==> src/sv/rtat_pkg.sv <==
// Shared types, constants and reset values for the relay toggle actuation timer.
package rtat_pkg;

  localparam int unsigned TIME_BITS    = 32;
  localparam int unsigned CFG_BITS     = 16;
  localparam int unsigned LATENCY_BITS = 32;

  typedef logic [TIME_BITS-1:0]    tick_t;
  typedef logic [CFG_BITS-1:0]     cfg_t;
  typedef logic [LATENCY_BITS-1:0] latency_t;

  typedef enum logic {
    CFG_PRESS_LOCKOUT = 1'b0,
    CFG_SETTLE        = 1'b1
  } cfg_idx_e;

  localparam cfg_t PRESS_LOCKOUT_RST = 16'd150;
  localparam cfg_t SETTLE_RST        = 16'd20;

  typedef struct packed {
    logic button_level;
    logic contact_level;
  } item_t;

  typedef struct packed {
    logic     relay_drive;
    logic     report_valid;
    logic     report_on;
    latency_t latency_ticks;
    logic     confirmed_level;
  } result_t;

  // press_time doubles as command time: both are stamped by the same accepted press
  typedef struct packed {
    tick_t tick_now;
    logic  button_before;
    tick_t press_time;
    logic  drive_on;
    logic  command_issued;
    logic  contact_before;
    tick_t edge_time;
    logic  contact_confirmed;
    logic  primed;
  } state_t;

  localparam state_t STATE_RST = '{
    tick_now:          '0,
    button_before:     1'b1,
    press_time:        '0,
    drive_on:          1'b0,
    command_issued:    1'b0,
    contact_before:    1'b1,
    edge_time:         '0,
    contact_confirmed: 1'b1,
    primed:            1'b0
  };

endpackage

==> src/sv/rtat_if.sv <==
// Valid/ready channel interfaces for input ticks and result items.
interface rtat_item_if;
  import rtat_pkg::*;
  logic  valid;
  logic  ready;
  item_t data;
  modport source (output valid, output data, input ready);
  modport sink   (input valid, input data, output ready);
endinterface

interface rtat_result_if;
  import rtat_pkg::*;
  logic    valid;
  logic    ready;
  result_t data;
  modport source (output valid, output data, input ready);
  modport sink   (input valid, input data, output ready);
endinterface

==> src/sv/rtat_step.sv <==
// Per-tick next-state and result logic of the relay toggle actuation timer.
module rtat_step (
  input  rtat_pkg::state_t  state_i,
  input  rtat_pkg::item_t   item_i,
  input  rtat_pkg::cfg_t    lockout_i,
  input  rtat_pkg::cfg_t    settle_i,
  output rtat_pkg::state_t  state_o,
  output rtat_pkg::result_t result_o
);
  import rtat_pkg::*;

  tick_t now;
  tick_t since_press;
  tick_t since_edge;
  tick_t edge_t;
  logic  press;
  logic  take;
  logic  contact_prev;
  logic  conf;
  logic  edge_seen;
  logic  change;
  logic  report;

  assign now         = state_i.tick_now;
  assign since_press = tick_t'(now - state_i.press_time);
  assign press       = state_i.button_before & ~item_i.button_level;
  assign take        = press && (since_press >= tick_t'(lockout_i));

  // first sample primes the feedback trackers, so no edge is seen on it
  assign contact_prev = state_i.primed ? state_i.contact_before : item_i.contact_level;
  assign conf      = state_i.primed ? state_i.contact_confirmed : item_i.contact_level;
  assign edge_seen = item_i.contact_level != contact_prev;
  assign edge_t    = edge_seen ? now : state_i.edge_time;
  assign since_edge = tick_t'(now - edge_t);
  assign change    = (since_edge >= tick_t'(settle_i)) && (item_i.contact_level != conf);

  always_comb begin
    state_o                   = state_i;
    state_o.tick_now          = tick_t'(now + tick_t'(1));
    state_o.button_before     = item_i.button_level;
    state_o.primed            = 1'b1;
    state_o.contact_before    = item_i.contact_level;
    state_o.edge_time         = edge_t;
    state_o.contact_confirmed = change ? item_i.contact_level : conf;
    if (take) begin
      state_o.press_time     = now;
      state_o.drive_on       = ~state_i.drive_on;
      state_o.command_issued = 1'b1;
    end
  end

  assign report = change & state_o.command_issued;

  always_comb begin
    result_o.relay_drive     = state_o.drive_on;
    result_o.report_valid    = report;
    result_o.report_on       = report & ~item_i.contact_level;
    result_o.latency_ticks   = report ? latency_t'(tick_t'(edge_t - state_o.press_time)) : '0;
    result_o.confirmed_level = state_o.contact_confirmed;
  end

endmodule

==> src/sv/relay_toggle_actuation_timer_core.sv <==
// Relay toggle with press lockout, contact settle filter and actuation latency report.
// One input transfer is one tick and yields exactly one result transfer. A tick can be
// taken every clock cycle: the state registers and the result register update in the
// cycle of the transfer, so the sustained rate is one tick per cycle, limited only by
// the result register. A tick is accepted whenever that register is empty or being
// drained in the same cycle. Configuration writes take effect on the next tick.
module relay_toggle_actuation_timer_core (
  input  logic                  clk_i,
  input  logic                  rst_ni,
  input  logic                  cfg_we_i,
  input  rtat_pkg::cfg_idx_e    cfg_idx_i,
  input  rtat_pkg::cfg_t        cfg_data_i,
  rtat_item_if.sink             item_i,
  rtat_result_if.source         result_o
);
  import rtat_pkg::*;

  cfg_t    lockout_q;
  cfg_t    settle_q;
  state_t  state_q;
  state_t  state_d;
  result_t result_d;
  result_t result_q;
  logic    out_valid_q;
  logic    out_valid_d;
  logic    accept;

  always_ff @(posedge clk_i or negedge rst_ni) begin
    if (!rst_ni) begin
      lockout_q <= PRESS_LOCKOUT_RST;
      settle_q  <= SETTLE_RST;
    end else if (cfg_we_i) begin
      unique case (cfg_idx_i)
        CFG_PRESS_LOCKOUT: lockout_q <= cfg_data_i;
        CFG_SETTLE:        settle_q  <= cfg_data_i;
      endcase
    end
  end

  rtat_step u_step (
    .state_i   (state_q),
    .item_i    (item_i.data),
    .lockout_i (lockout_q),
    .settle_i  (settle_q),
    .state_o   (state_d),
    .result_o  (result_d)
  );

  assign item_i.ready = ~out_valid_q | result_o.ready;
  assign accept       = item_i.valid & item_i.ready;
  assign out_valid_d  = accept | (out_valid_q & ~result_o.ready);

  always_ff @(posedge clk_i or negedge rst_ni) begin
    if (!rst_ni) begin
      state_q     <= STATE_RST;
      out_valid_q <= 1'b0;
    end else begin
      out_valid_q <= out_valid_d;
      if (accept) begin
        state_q <= state_d;
      end
    end
  end

  always_ff @(posedge clk_i) begin
    if (accept) begin
      result_q <= result_d;
    end
  end

  assign result_o.valid = out_valid_q;
  assign result_o.data  = result_q;

  // tick counter advances by exactly one per transfer
  a_tick_step: assert property (@(posedge clk_i) disable iff (!rst_ni)
    accept |=> state_q.tick_now == tick_t'($past(state_q.tick_now) + tick_t'(1)))
    else $error("tick counter did not advance on transfer");

  // drive only toggles on an accepted tick
  a_drive_hold: assert property (@(posedge clk_i) disable iff (!rst_ni)
    !accept |=> $stable(state_q.drive_on))
    else $error("relay drive changed without a transfer");

  // a report implies a command was issued
  a_report_cmd: assert property (@(posedge clk_i) disable iff (!rst_ni)
    (out_valid_q && result_q.report_valid) |-> state_q.command_issued)
    else $error("report without any issued command");

  // a reported on state is the inverse of the confirmed contact level it reports
  a_report_on: assert property (@(posedge clk_i) disable iff (!rst_ni)
    (out_valid_q && result_q.report_valid) |-> (result_q.report_on != result_q.confirmed_level))
    else $error("reported state disagrees with confirmed level");

  // an empty result register never blocks the input
  a_ready_empty: assert property (@(posedge clk_i) disable iff (!rst_ni)
    !out_valid_q |-> item_i.ready)
    else $error("input stalled with empty result register");

endmodule

==> src/flat_wrapper.sv <==
// flat-port wrapper written by rule: the top's interface ports become plain ports
module relay_toggle_actuation_timer_core_flat import rtat_pkg::*;
  (clk_i, rst_ni, cfg_we_i, cfg_idx_i, cfg_data_i, item_i_valid, item_i_data, item_i_ready, result_o_valid, result_o_data, result_o_ready);
  rtat_item_if item_i_i ();
  rtat_result_if result_o_i ();
  input  logic clk_i;
  input  logic rst_ni;
  input  logic cfg_we_i;
  input  rtat_pkg::cfg_idx_e cfg_idx_i;
  input  rtat_pkg::cfg_t cfg_data_i;
  input wire logic [$bits(item_i_i.valid)-1:0] item_i_valid;
  input wire logic [$bits(item_i_i.data)-1:0] item_i_data;
  output wire logic [$bits(item_i_i.ready)-1:0] item_i_ready;
  output wire logic [$bits(result_o_i.valid)-1:0] result_o_valid;
  output wire logic [$bits(result_o_i.data)-1:0] result_o_data;
  input wire logic [$bits(result_o_i.ready)-1:0] result_o_ready;
  assign item_i_i.valid = item_i_valid;
  assign item_i_i.data = item_i_data;
  assign item_i_ready = item_i_i.ready;
  assign result_o_valid = result_o_i.valid;
  assign result_o_data = result_o_i.data;
  assign result_o_i.ready = result_o_ready;
  relay_toggle_actuation_timer_core u_core (.clk_i(clk_i), .rst_ni(rst_ni), .cfg_we_i(cfg_we_i), .cfg_idx_i(cfg_idx_i), .cfg_data_i(cfg_data_i), .item_i(item_i_i), .result_o(result_o_i));
endmodule
==> config.mk <==
export PLATFORM = sky130hd
export DESIGN_NAME = relay_toggle_actuation_timer_core_flat
export DESIGN_NICKNAME = d
export VERILOG_FILES = /design/src/sv/rtat_pkg.sv /design/src/sv/rtat_if.sv /design/src/sv/rtat_step.sv /design/src/sv/relay_toggle_actuation_timer_core.sv /design/src/flat_wrapper.sv
export SDC_FILE = /design/constraint.sdc
export NUM_CORES = 1
export LEC_CHECK = 0
export BUFFER_PORTS_ARGS = -buffer_cell sky130_fd_sc_hd__buf_2
export CORE_MARGIN = 5
export CORE_UTILIZATION = 47
export CTS_CLUSTER_DIAMETER = 120
export CTS_CLUSTER_SIZE = 20
export DETAILED_ROUTE_END_ITERATION = 10
export PLACE_DENSITY = 0.61
export SYNTH_ARGS = -nofsm -noshare
export SYNTH_HDL_FRONTEND = slang
export SYNTH_SLANG_ARGS = --single-unit
==> constraint.sdc <==
create_clock -name clk_i -period 9.53 [get_ports clk_i]
set_input_delay 0.4765 -clock clk_i [delete_from_list [all_inputs] [get_ports clk_i]]
set_output_delay 0.4765 -clock clk_i [all_outputs]
set_load 0.02 [all_outputs]
==> run_results.csv <==
group,metric,value,unit
finish,layout_commonest_cell,"nand2_1",
synth,seq_area_frac_synth,0.3428,
critical_path,reg2reg_to,"u_core.result_o.data[32]$_SDFFCE_PN0P_",
synth,ys_seq_elements,171,
routing,dr.first_iter.drc_count,822,
routing,drt.antenna.violating_nets,0,
job,maxCapViolations,0,
timing,final.setup.tns,0,ps
pwr,p_comb_frac,0.613,
synth,synth_cell_types,74,
placed_design,place_ws,895.7,ps
routing,drt-total-wl,32.49,mm
timing,min_period_over_period,0.9111,
clocking,numCtsBuffers,17,
synth,synth_area,13040,um2
pwr,p_switching,1.880,mW
floorplanning,dieWidth,176.6,um
critical_path,cpMaxStageDelayCell,"nor4_4",
floorplanning,placementRows,61,
clocking,hold_buffers,0,
global_route,antenna_found_initial,0,
synth,synth_xor_area_frac,0.06850,
routing,vias_per_cell,5.559,
finish,final_area,14310,um2
finish,nFillCells,2586,
outcome,status,"completed",
placed_design,placed_area,13740,um2
timing,setup_viol,0,
floorplanning,fp.dieH,176.6,um
floorplanning,die-area,31180,um2
global_route,grt_max_degree,72,
global_route,grt_remaining_overflow,0,
pwr,p_clk_frac,0.162,
critical_path,crit_arrival,8950,ps
synth,synth-simple-area-share,0.1556,
worst_hold_path,min_path_type,"in2async",
critical_path,r2r_setup_slack,850,ps
routing,wire_per_inst,16.96,um
critical_path,max_stage_delay,650,ps
routing,wl_met3,1.361,mm
critical_path,critical_path.startpoint_type,"flip-flop",
pwr,netSwitchingFraction,0.4364,
timing,tightestPinTransition,1010,ps
timing,fin_hold_ws,32.94,ps
finish,final_cell_mix,"nand2_1, inv_1, o21ai_0, ha_1, dfrtp_1",
synth,synth_area_per_cell,8.812,um2
routing,drcViolationCount,0,
placed_design,portBuffers,61,
clocking,cts.clk_slew.worst_paths,80,ps
finish,diodes,0,
clocking,cts_tree,"done",
finish,multiInputGateArea,7906,um2
routing,vias,10651,
global_route,grt_usage,0.2123,
floorplanning,ios,62,
clocking,cts_resized,0,
floorplanning,start_util,0.4733,
routing,first_pass_iters,6,
synth,yosysTopAreaCell,"dfrtp_1",
finish,nets,1678,
routing,route.met2.wl,13.58,mm
timing,rsz0062_at_grt,"false",
synth,netlist.area_leader.share,0.2418,
synth,netlist_instances,1480,
global_route,grt_pass1_vias,10224,
critical_path,worst-setup-path-type,"reg2reg",
synth,synth_edf_count,36,
timing,finalCriticalPeriod,8682,ps
clocking,clock_latency,430,ps
finish,regArea,4471,um2
clocking,clock_sinks,171,
timing,worst_slack,847.5,ps
placed_design,place.detailed.hpwl,25.36,mm
routing,highest_layer,"met4",
synth,yosysWarnings,0,
timing,relSlewSlack,0.3234,
pwr,leakagePower,6.885,nW
synth,synthArstFlopShare,0.7895,
finish,drive_gt1_frac,0.1047,
placed_design,globalplace.congestion,0.9147,
synth,synth_top_family_by_area,"compound AO/OA/AOI/OAI gates",
routing,met1_length,17.14,mm
synth,yosys.area_share.adder,0.1255,
synth,yosys-top-cells-area,"dfrtp_1, ha_1, edfxtp_1",
timing,final-max-slew-violation-count,0,
critical_path,rr_worst_depth,32,
pwr,powerDensity,301.0,nW/um2
finish,syn_to_final_growth,9.710,%
synth,synth_compound_gate_area_share,0.1890,
timing,finClkSkew,17.67,ps
timing,finalHoldViolations,0,
synth,synthFlopType,"dfrtp_1",
pwr,power_frac_seq,0.225,
critical_path,cp_max_fo,29,
synth,muxShareOfSynthArea,0.06601,
clocking,cts_root_buf,"clkbuf_16",
timing,clock.fmax,0.1152,GHz
pwr,p_int,2.427,mW
critical_path,required,9800,ps
global_route,grt_pass1_wl,53.82,mm
synth,synth_nets,1633,
critical_path,worst_setup_path_end_kind,"flip-flop",
critical_path,r2r-start,"u_core.state_q[70]$_DFFE_PN0P_",
clocking,cts_buffer_depth,2,
floorplanning,core-area,27550,um2
pwr,ir_drop,0.1422,mV
clocking,htree_levels,4,
clocking,cts_setup_buffers,0,
pwr,finalPower,4.307,mW
-- metrics by stage --
stage          std cells    util
2_1_floorplan       1480       -
3_3_place_gp        1884  0.4985
3_5_place_dp        1884  0.4985
4_1_cts             1916  0.5193
5_1_grt             1916  0.5193
6_report            1916  0.5193
-- critical path: cells and delay by family (launching register included) --
kind | cells | cell delay, ps
AOI/OAI and AO/OA | 15 | 3250
xor gates and xnor gates | 1 | 180
adders and majority gates | 4 | 1300
buffers and inverters | 3 | 630
DFF | 1 | 450
muxes | 1 | 180
and+or+nand+nor | 8 | 2520
-- synth_stat cells (all sizes together), types with 4 or more instances --
cell type    n
nand2b      18
and3        12
a41oi        4
a221oi       6
and4         6
clkbuf      31
o21bai      11
nor4         8
mux2i       59
nor2b       12
o311ai       4
o2111ai      5
a31oi        9
o31a         4
a21o        41
dfstp        9
or3          8
a21oi       92
nand3       31
a211o        5
o21a        12
inv        128
dfrtp      126
mux2        24
nand2      170
nor3        49
a2111oi      5
nand4       23
buf         16
o21ai      127
ha         126
xnor2       59
a211oi      15
or2          5
xor2        43
edfxtp      36
o31ai        6
o211ai      16
and2         9
nor2        71
a31o         7
-- power by group through the flow --
| stage | Combinational [mW] | Clock, mW | Sequential [mW] |
|---|---|---|---|
| CTS | 2.63 | 0.712 | 0.969 |
| global placement | 2.58 | 0 | 0.981 |
| global route | 2.96 | 0.742 | 0.983 |
| finish | 2.64 | 0.696 | 0.969 |
| detailed placement | 2.62 | 0 | 0.983 |
| floorplan | 1.97 | 0 | 1.02 |
-- cell families (layout without fill, tap and decap cells) --
| group | count (synthesis) | count (layout) |
|---|---|---|
| DFF | 171 | 171 |
| xor gates and xnor gates | 102 | 102 |
| AOI/OAI and AO/OA | 390 | 390 |
| muxes | 83 | 83 |
| and+or+nand+nor | 429 | 429 |
| buffers and inverters | 176 | 234 |
| adders and majority gates | 129 | 129 |
-- sequential cells by signal, summed over array words and instances (netlist names) --
register and count:
u_core.settle_q 16, u_core.lockout_q 16, u_core.result_o.data 36, u_core.result_o.valid 1, u_core.state_q 102
-- layer usage --
metal  track usage  vias to the layer above
met5             0                        -
met4       0.04384                        0
met3       0.02827                       24
met2        0.3107                      224
met1        0.3345                     5022
li1              -                     5381
-- layout make-up --
class,instances,area share
multi-input combinational,1133,0.5526
sequential,171,0.3125
inverter,129,0.03384
tap,378,0.03306
clock buffer,19,0.03096
timing repair buffer,73,0.02807
clock inverter,13,0.009007
-- how the worst max path moves through the flow --
| stage | from | to | slack (ps) | depth (start not counted) |
|---|---|---|---|---|
| after floorplan | u_core.state_q[70]$_DFFE_PN0P_ | u_core.result_o.data[28]$_SDFFCE_PN0P_ | 1960 | 33 |
| after global placement | u_core.state_q[70]$_DFFE_PN0P_ | u_core.result_o.data[28]$_SDFFCE_PN0P_ | 1060 | 34 |
| after detailed placement | u_core.state_q[70]$_DFFE_PN0P_ | u_core.result_o.data[28]$_SDFFCE_PN0P_ | 900 | 34 |
| after CTS | u_core.state_q[70]$_DFFE_PN0P_ | u_core.result_o.data[28]$_SDFFCE_PN0P_ | 880 | 34 |
| after global routing | u_core.state_q[70]$_DFFE_PN0P_ | u_core.result_o.data[32]$_SDFFCE_PN0P_ | 220 | 32 |
| final | u_core.state_q[70]$_DFFE_PN0P_ | u_core.result_o.data[32]$_SDFFCE_PN0P_ | 850 | 32 |
(Power assumes the default switching activity.)
